## src/rtl/wsir_pkg.sv

```systemverilog
// shared types and constants for the window stack input router
`timescale 1ns / 1ps
package wsir_pkg;
    localparam int SLOT_COUNT = 16;
    localparam int SLOT_W = $clog2(SLOT_COUNT);
    localparam int CNT_W = $clog2(SLOT_COUNT + 1);
    localparam logic [12:0] SIZE_MAX = 13'd4096;

    typedef enum logic [2:0] {
        CMD_CREATE  = 3'd0,
        CMD_DESTROY = 3'd1,
        CMD_MOVE_X  = 3'd2,
        CMD_MOVE_Y  = 3'd3,
        CMD_BUTTON  = 3'd4,
        CMD_KEY     = 3'd5,
        CMD_RSVD6   = 3'd6,
        CMD_RSVD7   = 3'd7
    } t_cmd;

    typedef enum logic [1:0] {
        EV_CREATED = 2'd0,
        EV_POINTER = 2'd1,
        EV_KEY     = 2'd2
    } t_event;

    localparam logic [15:0] BTN_LEFT   = 16'h0110;
    localparam logic [15:0] BTN_RIGHT  = 16'h0111;
    localparam logic [15:0] BTN_MIDDLE = 16'h0112;

    localparam logic REG_WIDTH  = 1'b0;
    localparam logic REG_HEIGHT = 1'b1;

    typedef enum logic [3:0] {
        ST_IDLE,
        ST_SCAN,
        ST_CREATE_WR,
        ST_DROP_RD,
        ST_DROP_WR,
        ST_TOP_RD,
        ST_TOP_WAIT,
        ST_OWN_WAIT,
        ST_EMIT,
        ST_OUT
    } t_state;

    // slot number modulo six, as a constant lookup
    function automatic logic [2:0] slot_mod6(input logic [SLOT_W-1:0] s);
        logic [2:0] m;
        m = '0;
        for (int k = 0; k < SLOT_COUNT; k++) begin
            if (s == SLOT_W'(k)) m = 3'(k % 6);
        end
        return m;
    endfunction

    // window origin, worked out from slot number
    function automatic logic [13:0] origin_x(input logic [SLOT_W-1:0] s);
        logic [2:0] m;
        m = slot_mod6(s);
        return 14'd80 + 14'(m) * 14'd48;
    endfunction

    function automatic logic [13:0] origin_y(input logic [SLOT_W-1:0] s);
        logic [2:0] m;
        m = slot_mod6(s);
        return 14'd88 + 14'(m) * 14'd40;
    endfunction
endpackage

```

## src/rtl/window_stack_input_router.sv

```systemverilog
// top level of the window stack input router
`timescale 1ns / 1ps
// Window stack input router.
// Input channel: one command beat (create, destroy, motion, button, key) per
// i_valid/o_ready handshake. Output channel: at most one event beat per
// command, presented on o_valid and held until i_ready.
// Configuration channel: i_cfg_valid/o_cfg_ready with index and data;
// writing either screen size re-centres the cursor. Write only while idle.
// Each command is handled alone by a sequencer around three slot memories
// (window number, owner, stacking order), each with one registered read port.
// Path to o_valid: a create finds a free slot in the scan state, then does the
// table and stack writes; pointer and key beats read the stack top, then the
// owner, then emit. Reserved commands leave the input ready; a destroy holds
// the input through a number scan of every slot, then a compaction pass that
// reads each stack entry and writes back all but the destroyed slot.
// The result sits in an output register; the next command is accepted while
// it waits, and the sequencer stalls only when a second result is ready.
// Reset: empty stack, no slots used, window numbers from 1, screen 1024x768
// with cursor centred, buttons released. No clearing pass is needed.
module window_stack_input_router (
    input  logic                  i_clk,
    input  logic                  i_rst_n,
    input  logic                  i_valid,
    output logic                  o_ready,
    input  logic [2:0]            i_command,
    input  logic [15:0]           i_client_id,
    input  logic [15:0]           i_window_id,
    input  logic [15:0]           i_code,
    input  logic signed [15:0]    i_amount,
    output logic                  o_valid,
    input  logic                  i_ready,
    output logic [1:0]            o_event_kind,
    output logic [15:0]           o_dest_client,
    output logic [15:0]           o_event_window,
    output logic signed [13:0]    o_pointer_x,
    output logic signed [13:0]    o_pointer_y,
    output logic [2:0]            o_button_bits,
    output logic [15:0]           o_key_value,
    output logic                  o_key_down,
    input  logic                  i_cfg_valid,
    output logic                  o_cfg_ready,
    input  logic                  i_cfg_index,
    input  logic [12:0]           i_cfg_data
);
    import wsir_pkg::*;

    logic [15:0]       mem_win [SLOT_COUNT];
    logic [15:0]       mem_own [SLOT_COUNT];
    logic [SLOT_W-1:0] mem_stk [SLOT_COUNT];

    t_state r_state, n_state;
    logic [SLOT_COUNT-1:0] r_used, n_used;
    logic [CNT_W-1:0]  r_count, n_count;
    logic [15:0]       r_next_win, n_next_win;
    logic [12:0]       r_width, r_height;
    logic [11:0]       r_cur_x, r_cur_y;
    logic [2:0]        r_buttons;

    // latched command
    t_cmd              r_cmd;
    logic [15:0]       r_client, r_winid, r_code;
    logic signed [15:0] r_amount;

    logic [CNT_W-1:0]  r_idx, n_idx;   // scan / read index
    logic [CNT_W-1:0]  r_wptr, n_wptr; // compaction write pointer
    logic [SLOT_W-1:0] r_slot, n_slot;
    logic              r_found, n_found;

    // memory ports
    logic              win_we, own_we, stk_we;
    logic [SLOT_W-1:0] win_wa, stk_wa, win_ra, own_ra, stk_ra;
    logic [15:0]       win_wd;
    logic [SLOT_W-1:0] stk_wd;
    logic [15:0]       win_rd, own_rd;
    logic [SLOT_W-1:0] stk_rd;
    logic              r_scan_v;       // win_rd belongs to a scan read
    logic [SLOT_W-1:0] r_scan_slot;

    // output register
    logic              r_ovalid;
    t_event            r_kind;
    logic [15:0]       r_dest, r_ewin, r_key;
    logic [13:0]       r_px, r_py;
    logic [2:0]        r_obits;
    logic              r_kdown;
    logic              emit;

    always_ff @(posedge i_clk) begin
        if (win_we) mem_win[win_wa] <= win_wd;
        if (own_we) mem_own[win_wa] <= r_client;
        if (stk_we) mem_stk[stk_wa] <= stk_wd;
        win_rd <= mem_win[win_ra];
        own_rd <= mem_own[own_ra];
        stk_rd <= mem_stk[stk_ra];
    end

    logic accept;
    assign o_ready     = (r_state == ST_IDLE);
    assign o_cfg_ready = (r_state == ST_IDLE);
    assign accept      = i_valid && o_ready;

    // size clamp for register writes
    logic [12:0] cfg_sz;
    always_comb begin
        if (i_cfg_data == 13'd0)        cfg_sz = 13'd1;
        else if (i_cfg_data > SIZE_MAX) cfg_sz = SIZE_MAX;
        else                            cfg_sz = i_cfg_data;
    end

    // cursor update, clamped per item
    logic signed [17:0] mv_x, mv_y;
    logic [11:0] n_cur_x, n_cur_y;
    logic [2:0]  btn_bit;
    always_comb begin
        mv_x = 18'(signed'({1'b0, r_cur_x}));
        mv_y = 18'(signed'({1'b0, r_cur_y}));
        if (r_cmd == CMD_MOVE_X) mv_x = mv_x + 18'(r_amount);
        if (r_cmd == CMD_MOVE_Y) mv_y = mv_y + 18'(r_amount);
        if (mv_x < 0) n_cur_x = '0;
        else if (mv_x >= 18'(r_width)) n_cur_x = 12'(r_width - 13'd1);
        else n_cur_x = mv_x[11:0];
        if (mv_y < 0) n_cur_y = '0;
        else if (mv_y >= 18'(r_height)) n_cur_y = 12'(r_height - 13'd1);
        else n_cur_y = mv_y[11:0];
        priority case (r_code)
            BTN_LEFT:   btn_bit = 3'b001;
            BTN_RIGHT:  btn_bit = 3'b010;
            BTN_MIDDLE: btn_bit = 3'b100;
            default:    btn_bit = 3'b000;
        endcase
    end

    logic [SLOT_W-1:0] free_slot;
    logic              free_any;
    always_comb begin
        free_slot = '0;
        free_any  = 1'b0;
        for (int k = SLOT_COUNT - 1; k >= 0; k--) begin
            if (!r_used[k]) begin
                free_slot = SLOT_W'(k);
                free_any  = 1'b1;
            end
        end
    end

    always_comb begin
        n_state = r_state;
        n_used = r_used;
        n_count = r_count;
        n_next_win = r_next_win;
        n_idx = r_idx;
        n_wptr = r_wptr;
        n_slot = r_slot;
        n_found = r_found;
        win_we = 1'b0;
        own_we = 1'b0;
        stk_we = 1'b0;
        win_wa = r_slot;
        win_wd = r_next_win;
        stk_wa = r_wptr[SLOT_W-1:0];
        stk_wd = stk_rd;
        win_ra = r_idx[SLOT_W-1:0];
        own_ra = r_slot;
        stk_ra = r_idx[SLOT_W-1:0];
        emit = 1'b0;
        unique case (r_state)
            ST_IDLE: begin
                if (accept) begin
                    n_idx = '0;
                    n_found = 1'b0;
                    unique case (t_cmd'(i_command))
                        CMD_CREATE:  n_state = ST_SCAN;
                        CMD_DESTROY: n_state = ST_SCAN;
                        CMD_MOVE_X, CMD_MOVE_Y, CMD_BUTTON, CMD_KEY:
                            n_state = ST_TOP_RD;
                        default:     n_state = ST_IDLE;
                    endcase
                end
            end
            ST_SCAN: begin
                if (r_cmd == CMD_CREATE) begin
                    if (!free_any) n_state = ST_IDLE;
                    else begin
                        n_slot = free_slot;
                        n_state = ST_CREATE_WR;
                    end
                end else begin
                    // read one number a cycle, compare the one read last cycle
                    if (r_scan_v && !r_found && r_used[r_scan_slot]
                            && win_rd == r_winid) begin
                        n_found = 1'b1;
                        n_slot = r_scan_slot;
                    end
                    if (r_idx != CNT_W'(SLOT_COUNT)) n_idx = r_idx + 1'b1;
                    else if (!r_scan_v) begin
                        if (n_found) begin
                            n_idx = '0;
                            n_wptr = '0;
                            n_state = ST_DROP_RD;
                        end else n_state = ST_IDLE;
                    end
                end
            end
            ST_CREATE_WR: begin
                // hold while an earlier beat still waits in the output register
                if (!r_ovalid || i_ready) begin
                    win_we = 1'b1;
                    own_we = 1'b1;
                    n_used[r_slot] = 1'b1;
                    n_next_win = r_next_win + 16'd1;
                    n_idx = '0;
                    n_wptr = '0;
                    // a free slot is never on the stack, append at the front
                    stk_we = 1'b1;
                    stk_wa = r_count[SLOT_W-1:0];
                    stk_wd = r_slot;
                    n_count = r_count + 1'b1;
                    emit = 1'b1;
                    n_state = ST_IDLE;
                end
            end
            ST_DROP_RD: begin
                if (r_idx == r_count) begin
                    n_count = r_wptr;
                    n_used[r_slot] = 1'b0;
                    n_state = ST_IDLE;
                end else n_state = ST_DROP_WR;
            end
            ST_DROP_WR: begin
                if (stk_rd != r_slot) begin
                    stk_we = 1'b1;
                    n_wptr = r_wptr + 1'b1;
                end
                n_idx = r_idx + 1'b1;
                stk_ra = n_idx[SLOT_W-1:0];
                n_state = ST_DROP_RD;
            end
            ST_TOP_RD: begin
                if (r_cmd == CMD_BUTTON && btn_bit == 3'b000) n_state = ST_IDLE;
                else if (r_count == '0) n_state = ST_IDLE;
                else begin
                    stk_ra = SLOT_W'(r_count - 1'b1);
                    n_state = ST_TOP_WAIT;
                end
            end
            ST_TOP_WAIT: begin
                n_slot = stk_rd;
                own_ra = stk_rd;
                n_state = ST_OWN_WAIT;
            end
            ST_OWN_WAIT: n_state = ST_EMIT;
            ST_EMIT: begin
                if (!r_ovalid || i_ready) begin
                    emit = 1'b1;
                    n_state = ST_IDLE;
                end
            end
            default: n_state = ST_IDLE;
        endcase
    end

    always_ff @(posedge i_clk) begin
        if (!i_rst_n) begin
            r_state <= ST_IDLE;
            r_used <= '0;
            r_count <= '0;
            r_next_win <= 16'd1;
            r_width <= 13'd1024;
            r_height <= 13'd768;
            r_cur_x <= 12'd512;
            r_cur_y <= 12'd384;
            r_buttons <= '0;
            r_ovalid <= 1'b0;
            r_scan_v <= 1'b0;
        end else begin
            r_state <= n_state;
            r_used <= n_used;
            r_count <= n_count;
            r_next_win <= n_next_win;
            r_scan_v <= (r_state == ST_SCAN) && (r_idx != CNT_W'(SLOT_COUNT));
            if (i_cfg_valid && o_cfg_ready) begin
                if (i_cfg_index == REG_WIDTH) begin
                    r_width <= cfg_sz;
                    r_cur_x <= cfg_sz[12:1];
                    r_cur_y <= r_height[12:1];
                end else begin
                    r_height <= cfg_sz;
                    r_cur_y <= cfg_sz[12:1];
                    r_cur_x <= r_width[12:1];
                end
            end
            if (r_state == ST_TOP_RD && r_cmd != CMD_KEY
                    && !(r_cmd == CMD_BUTTON && btn_bit == 3'b000)) begin
                r_cur_x <= n_cur_x;
                r_cur_y <= n_cur_y;
                if (r_cmd == CMD_BUTTON) begin
                    if (r_amount != 0) r_buttons <= r_buttons | btn_bit;
                    else r_buttons <= r_buttons & ~btn_bit;
                end
            end
            if (emit) r_ovalid <= 1'b1;
            else if (i_ready) r_ovalid <= 1'b0;
        end
    end

    always_ff @(posedge i_clk) begin
        r_idx <= n_idx;
        r_wptr <= n_wptr;
        r_slot <= n_slot;
        r_found <= n_found;
        r_scan_slot <= r_idx[SLOT_W-1:0];
        if (accept) begin
            r_cmd <= t_cmd'(i_command);
            r_client <= i_client_id;
            r_winid <= i_window_id;
            r_code <= i_code;
            r_amount <= i_amount;
        end
        if (emit) begin
            r_ewin <= '0; r_px <= '0; r_py <= '0; r_obits <= '0;
            r_key <= '0; r_kdown <= 1'b0;
            if (r_state == ST_CREATE_WR) begin
                r_kind <= EV_CREATED;
                r_dest <= r_client;
                r_ewin <= r_next_win;
            end else if (r_cmd == CMD_KEY) begin
                r_kind <= EV_KEY;
                r_dest <= own_rd;
                r_key <= r_code;
                r_kdown <= (r_amount != 0);
            end else begin
                r_kind <= EV_POINTER;
                r_dest <= own_rd;
                r_px <= {2'b00, r_cur_x} - origin_x(r_slot);
                r_py <= {2'b00, r_cur_y} - origin_y(r_slot);
                r_obits <= r_buttons;
            end
        end
    end

    assign o_valid = r_ovalid;
    assign o_event_kind = r_kind;
    assign o_dest_client = r_dest;
    assign o_event_window = r_ewin;
    assign o_pointer_x = r_px;
    assign o_pointer_y = r_py;
    assign o_button_bits = r_obits;
    assign o_key_value = r_key;
    assign o_key_down = r_kdown;
endmodule

```

## config.mk

```make
export PLATFORM = sky130hd
export DESIGN_NAME = window_stack_input_router
export DESIGN_NICKNAME = d
export VERILOG_FILES = /design/src/rtl/wsir_pkg.sv /design/src/rtl/window_stack_input_router.sv
export SDC_FILE = /design/constraint.sdc
export NUM_CORES = 1
export LEC_CHECK = 0
export BUFFER_PORTS_ARGS = -buffer_cell sky130_fd_sc_hd__buf_2
export CAP_MARGIN = 40
export CORE_MARGIN = 5
export CORE_UTILIZATION = 62
export CTS_CLUSTER_DIAMETER = 200
export DETAILED_ROUTE_END_ITERATION = 10
export MAX_ROUTING_LAYER = met4
export PLACE_DENSITY = 0.8
export REMOVE_ABC_BUFFERS = 1
export SKIP_CTS_REPAIR_TIMING = 1
export SYNTH_ARGS = -nofsm -noshare
export SYNTH_HDL_FRONTEND = slang
export SYNTH_SLANG_ARGS = --single-unit
```

## constraint.sdc

```tcl
create_clock -name i_clk -period 6.6 [get_ports i_clk]
set_clock_uncertainty 0.05 [all_clocks]
set_input_delay 0 -clock i_clk [delete_from_list [all_inputs] [get_ports i_clk]]
set_output_delay 0 -clock i_clk [all_outputs]
set_load 0.01 [all_outputs]
```

Word-level counts from Yosys, hierarchy flattened
Memory sizes are Yosys's and may differ from the RTL's. A register that Yosys moved wholly into a read port is not among the register bits. Index checks and enable logic that the tools add are counted.

Bitwise gates (word level): 8. Reductions and logical operators: 43. Equality and inequality tests: 55. Muxes and demuxes: 130. Add/subtract/negate cells: 13. $lt $le $gt $ge: 8. $mul: 2.

Operators by type and width (number): $mux 4 (31); $mux 12 (10); $mux 3 (21); $mux 5 (11); $eq 16x9->1 const B (3); $mux 16 (3); $eq 4x4->1 const B (9); $ge 18x13->1 (2); $lt 18x1->1 const B (2); $mux 18 (2); $add 13x16->17 (2); $mux 1 (34); $eq 4x3->1 const B (8); $pmux 16 s2 (1); $pmux 4 s8 (1); $reduce_bool 32->1 (1); $mux 13 (2); $sub 12x10->13 (2); $sub 12x1->12 const B (2); $ne 3x3->1 const B (7); $add 7x9->10 const A (2); $pmux 5 s4 (1); $add 16x1->16 const B (1); $and 16x16->16 (1); other kinds (50) (100).

Word-level logic and storage cells: 291. Bits in writable memories: 576. Input bits: 86. Memories: 3. Register bits after elaboration: 264.

Memories: mem_own (words 16, bits a word 16, rd ports 1, clocked after Yosys merged registers in 1, wr ports 1, RTL line window_stack_input_router.sv:48) `logic [15:0] mem_own [SLOT_COUNT];`; mem_win (words 16, bits a word 16, rd ports 1, clocked after Yosys merged registers in 1, wr ports 1, RTL line window_stack_input_router.sv:47) `logic [15:0] mem_win [SLOT_COUNT];`; mem_stk (words 16, bits a word 4, rd ports 1, clocked after Yosys merged registers in 1, wr ports 1, RTL line window_stack_input_router.sv:49) `logic [SLOT_W-1:0] mem_stk [SLOT_COUNT];`.

Longest topological paths before layout
Depth in word-level cells: 22. Depth in mapped cells: 17.

Least setup slack after synthesis
Ideal clock, no wire load.

Kind: reg2reg. Start point: reg r_state[1]. End point: reg r_obits[0] (netlist: o_button_bits[0]), enable pin. Cell stages (with the launch flop): 5. Path slack: 1748 ps. Arrival: 4283 ps. Library setup time: 519 ps. Clock period less this slack: 4852 ps. Path through: dfxtp_1 -> clkbuf_1 -> xor2_1 -> nand2_1 -> nor2_1.

Word-level cells in the longest chain between the ends: 3. Elaborated cells on any way between the ends: 4. Classes of those cells: eq/ne (2); mux (1); reduce/logical (1).

Ends and longest elaborated chain: from (decl) (RTL line window_stack_input_router.sv:51) `t_state r_state, n_state;`; from (signal assigned) (RTL line window_stack_input_router.sv:276) `r_state <= n_state;`; $eq 4x2->1 / $eq 4x4->1 (equally long branches) (RTL line window_stack_input_router.sv:166) `unique case (r_state)`; $reduce_or 2->1 (no line) *; $mux 1 *; named net emit (RTL line window_stack_input_router.sv:86) `logic emit;`; to (signal assigned) (RTL line window_stack_input_router.sv:336) `r_obits <= r_buttons;`; to (decl) (RTL line window_stack_input_router.sv:84) `logic [2:0] r_obits;`.

Mark *: on every way through the listed nets, which the timed path passes. The rest lies on a longest branch. A chain may end at the register's enable or synchronous reset.

Final worst setup path
Start point: reg r_amount[0]. End point: reg r_cur_y[7].

Word-level cells in the longest chain between the ends: 6. Elaborated cells on any way between the ends: 7. Classes of those cells: add/sub (1); order compare (2); mux (4).

Ends and longest elaborated chain: from (decl) (RTL line window_stack_input_router.sv:62) `logic signed [15:0] r_amount;`; from (signal assigned) (RTL line window_stack_input_router.sv:317) `r_amount <= i_amount;`; $add 13x16->17 * (RTL line window_stack_input_router.sv:118) `if (r_cmd == CMD_MOVE_Y) mv_y = mv_y + 18'(r_amount);`; $mux 18 * (RTL line window_stack_input_router.sv:118); $ge 18x13->1 (RTL line window_stack_input_router.sv:123) `else if (mv_y >= 18'(r_height)) n_cur_y = 12'(r_height - 13'd1);`; $mux 12 (RTL line window_stack_input_router.sv:123); $mux 12 * (RTL line window_stack_input_router.sv:122) `if (mv_y < 0) n_cur_y = '0;`; $mux 12 * (RTL line window_stack_input_router.sv:292) `if (r_state == ST_TOP_RD && r_cmd != CMD_KEY`; to (signal assigned) (RTL line window_stack_input_router.sv:285) `r_cur_y <= r_height[12:1];`; to (signal assigned) (RTL line window_stack_input_router.sv:288) `r_cur_y <= cfg_sz[12:1];`; to (signal assigned) (RTL line window_stack_input_router.sv:295) `r_cur_y <= n_cur_y;`; to (decl) (RTL line window_stack_input_router.sv:56) `logic [11:0] r_cur_x, r_cur_y;`.

Mark *: on every way between the ends. The rest lies on a longest branch, timed or not.

==> results.cfg <==
[pwr]
power_mw = 16.6
comb_power_share = 0.252
clkPwrFrac = 0.321
p_leak_nw = 16.1
p_int_mw = 11.4
sw_frac_of_total = 0.313
ir_drop_v = 0.000310
p_per_area_mw_per_mm2 = 375
switching_power_mw = 5.21
p_seq_frac = 0.427

[cells_and_area]
area_delta_synth_final_pct = 15.9
finish.utilization = 0.722
seqCellArea_mm2 = 0.0249
drive_gt1_frac = 0.168
final_nets = 3197
n_fill_cell = 3754
multi_input_area_mm2 = 0.0126
fin_area_mm2 = 0.0444

[floorplan]
dieArea_mm2 = 0.0668
dieWidth_um = 259
row_count = 91
die_h_um = 259
core-area_mm2 = 0.0615
start_util = 0.623
ios = 171

[clocking]
cts.clk_slew.worst_paths_ps = 70
cts_root_buf = clkbuf_16
cts_buffer_depth = 3
numCtsBuffers = 87
cts.htree.levels = 3
cts_sinks = 874
clkLatencyLatePin_ps = 680
cts_tree = yes

[route]
wl_um = 99900
vias = 24776
drtPass1Iterations = 6
drtAntennaViolNets = 0
drtIter0Drc = 2524
vias_per_cell = 6.39
drcViolationCount = 0
wl_per_cell_um = 25.7

[synthesis]
synth.distinct_cells = 80
synth_seq_cells = 874
synthAdderAreaFrac = 0.0320
async_flop_share = 0
synth.area.top_cells = edfxtp_1, dfxtp_1, mux4_2
synth-edff-count = 738
yosysSeqAreaShare = 0.650
synth_top_area_cell = edfxtp_1
synth_compound_area_frac = 0.0778
synth_xor_area_frac = 0.0240
synth_top_area_frac = 0.579
postSynthCellCount = 2735
avgSynthCellArea_um2 = 14.0
synth-simple-area-share = 0.0887
yosys-mux-area-fraction = 0.104
netlist_area_mm2 = 0.0383
synthFlopType = edfxtp_1
synth_top_family_by_area = multiplexers
yosysWarningCount = 0

[timing]
max_slew_margin = 0.408
final.min_clock_period_ps = 4630
max_clock_freq_mhz = 216
hold_viol_final = 0
layout_setup_ws_ps = 1970
worstMarginPinSlew_ps = 882
setup_viol = 0
report.final.slew_viol_count = 0
fin_hold_ws_ps = 0.143
rsz0062_at_grt = false
fin_crit_sh = 0.702

[min_path]
hp-class = in -> reg
min-delay-start = i_client_id[8]

[place]
io_buffers = 170
placed_area_mm2 = 0.0402
gp_congestion = 0.919
post-dp-hpwl_um = 59900
place_ws_ps = 2100

[global_routing]
grt_pass1_vias = 24440
grt_antenna_before_repair = 1
grt_overflow_total = 0
grt_usage = 0.298
grt_pass1_wl_um = 147000
grt_max_degree = 60

[worst_setup_path]
cpLargestDelayFamily = compound AO/OA/AOI/OAI gates
reg2reg_from = r_amount[0]$_DFFE_PP_
slowest_stage = o311ai_0
cp_max_fo = 3
cp-startpoint = r_amount[0]$_DFFE_PP_
end_kind = register
cp_slowest_stage_delay_ps = 700
critPathRequiredTime_ps = 7030
critPathBufInv = 0
worstPathCellList = ha_1 -> fa_1 -> a211oi_1 -> nor2_1 -> a2111oi_4 -> nor3_1 -> xnor2_1 -> nor2_1 -> ha_1 -> a2111oi_0 -> o21ai_0 -> o311ai_0 -> a21boi_0 -> o221ai_1 -> o211ai_1
critPathKind = reg -> reg
startpoint_type = register
cp.arrival_ps = 5070

[job]
maxCapViolations = 0

[outcome]
status = completed
==> cells in the mapped netlist (17+ instances only) <==
cell type    n
edfxtp_1   738
nand2_1    290
mux2i_1    156
dfxtp_1    136
nor2_1     129
a21oi_1    101
mux4_2     101
o21ai_0    101
inv_1       95
ha_1        93
clkbuf_1    91
xnor2_1     78
and2_1      60
nand3_1     43
and3_1      40
nor3_1      32
a21boi_0    31
a211oi_1    27
a31oi_1     27
xor2_1      27
nor2b_1     26
nand2b_1    23
o22ai_1     21
a22oi_1     20
a221oi_1    18
nor4_1      17
==> state kept, by name, summed over array words and instances, names as in the netlist, 16 cells and up, named ones only <==
| name | count |
|---|---|
| mem_win | 256 |
| o_key_value | 16 |
| o_event_window | 16 |
| own_rd | 16 |
| r_next_win | 16 |
| r_winid | 16 |
| r_amount | 16 |
| mem_own | 256 |
| mem_stk | 64 |
| o_dest_client | 16 |
| win_rd | 16 |
| r_code | 16 |
| r_client | 16 |
==> logic make-up after synthesis <==
family | after synthesis
xor+xnor | 105
flops | 874
simple gates | 716
buf+inv | 223
mux | 269
fa+ha+maj | 96
compound gates | 452
==> cell type report <==
type | count | share of cell area
Clock buffer | 105 | 0.0513
Inverter | 96 | 0.00812
Clock inverter | 58 | 0.0195
Multi-Input combinational cell | 1638 | 0.285
Tap cell | 790 | 0.0223
Sequential cell | 874 | 0.561
Antenna cell | 1 | 0.0000564
Timing Repair Buffer | 318 | 0.0532
==> cell usage in the layout, fill, tap and decap left out, types with 16 or more instances in the layout <==
cell type,netlist,layout
and3_1,40,40
mux4_2,101,101
o21a_1,16,16
dfxtp_1,136,136
nor4_1,17,16
xnor2_1,78,78
ha_1,93,93
nor2b_1,26,24
bufinv_16,0,16
xor2_1,27,27
and2_1,60,58
a22oi_1,20,20
o21ai_0,101,101
a31oi_1,27,27
buf_4,12,39
clkbuf_16,0,87
nor2_1,129,122
a21boi_0,31,31
o22ai_1,21,21
a21oi_1,101,101
a211oi_1,27,27
o211ai_1,16,16
a221oi_1,18,18
edfxtp_1,738,738
nand3_1,43,43
buf_2,11,170
inv_1,95,90
dlygate4sd3_1,0,100
nand2b_1,23,23
nor3_1,32,30
nand2_1,290,289
mux2i_1,156,154
==> power groups by stage <==
| stage | clock network [mW] | registers, mW | logic [mW] |
|---|---|---|---|
| after floorplan | 0 | 7.21 | 2.76 |
| after global placement | 0 | 7.17 | 3.90 |
| after detailed placement | 0 | 7.19 | 4.08 |
| after CTS | 5.39 | 7.08 | 4.13 |
| after global routing | 5.65 | 7.14 | 4.57 |
| final | 5.35 | 7.10 | 4.20 |
==> per-stage QoR <==
| stage | TNS, ps | cells |
|---|---|---|
| after floorplan | -31500 | 2608 |
| after detailed placement | 0 | 3616 |
| after CTS | 0 | 3779 |
| final | 0 | 3880 |
| after global placement | 0 | 3604 |
| after global routing | 0 | 3879 |
==> worst paths after layout <==
kind                         endpoint  slack, ps  depth (start not counted)
max           r_cur_y[7]$_SDFFE_PN1P_       1970                         15
min             r_client[8]$_DFFE_PP_        0.1                          2
max reg2reg   r_cur_y[7]$_SDFFE_PN1P_       1970                         15
min reg2reg  r_width[11]$_SDFFE_PN0P_        440                          2
==> worst register-to-register path: stages (launching register included) <==
cell and delay [ps]:
edfxtp_1 430, ha_1 240, fa_1 430, a211oi_1 300, nor2_1 180, a2111oi_4 360, nor3_1 150, xnor2_1 160
nor2_1 60, ha_1 190, a2111oi_0 420, o21ai_0 240, o311ai_0 700, a21boi_0 250, o221ai_1 220, o211ai_1 120
==> per-layer routing <==
layer  wire length (um)  track usage
met1              37900        0.395
met2              49600        0.479
met3               8900       0.0500
met4               3560       0.0981
met5                  0            -
Power figures use the tool's default switching activity.
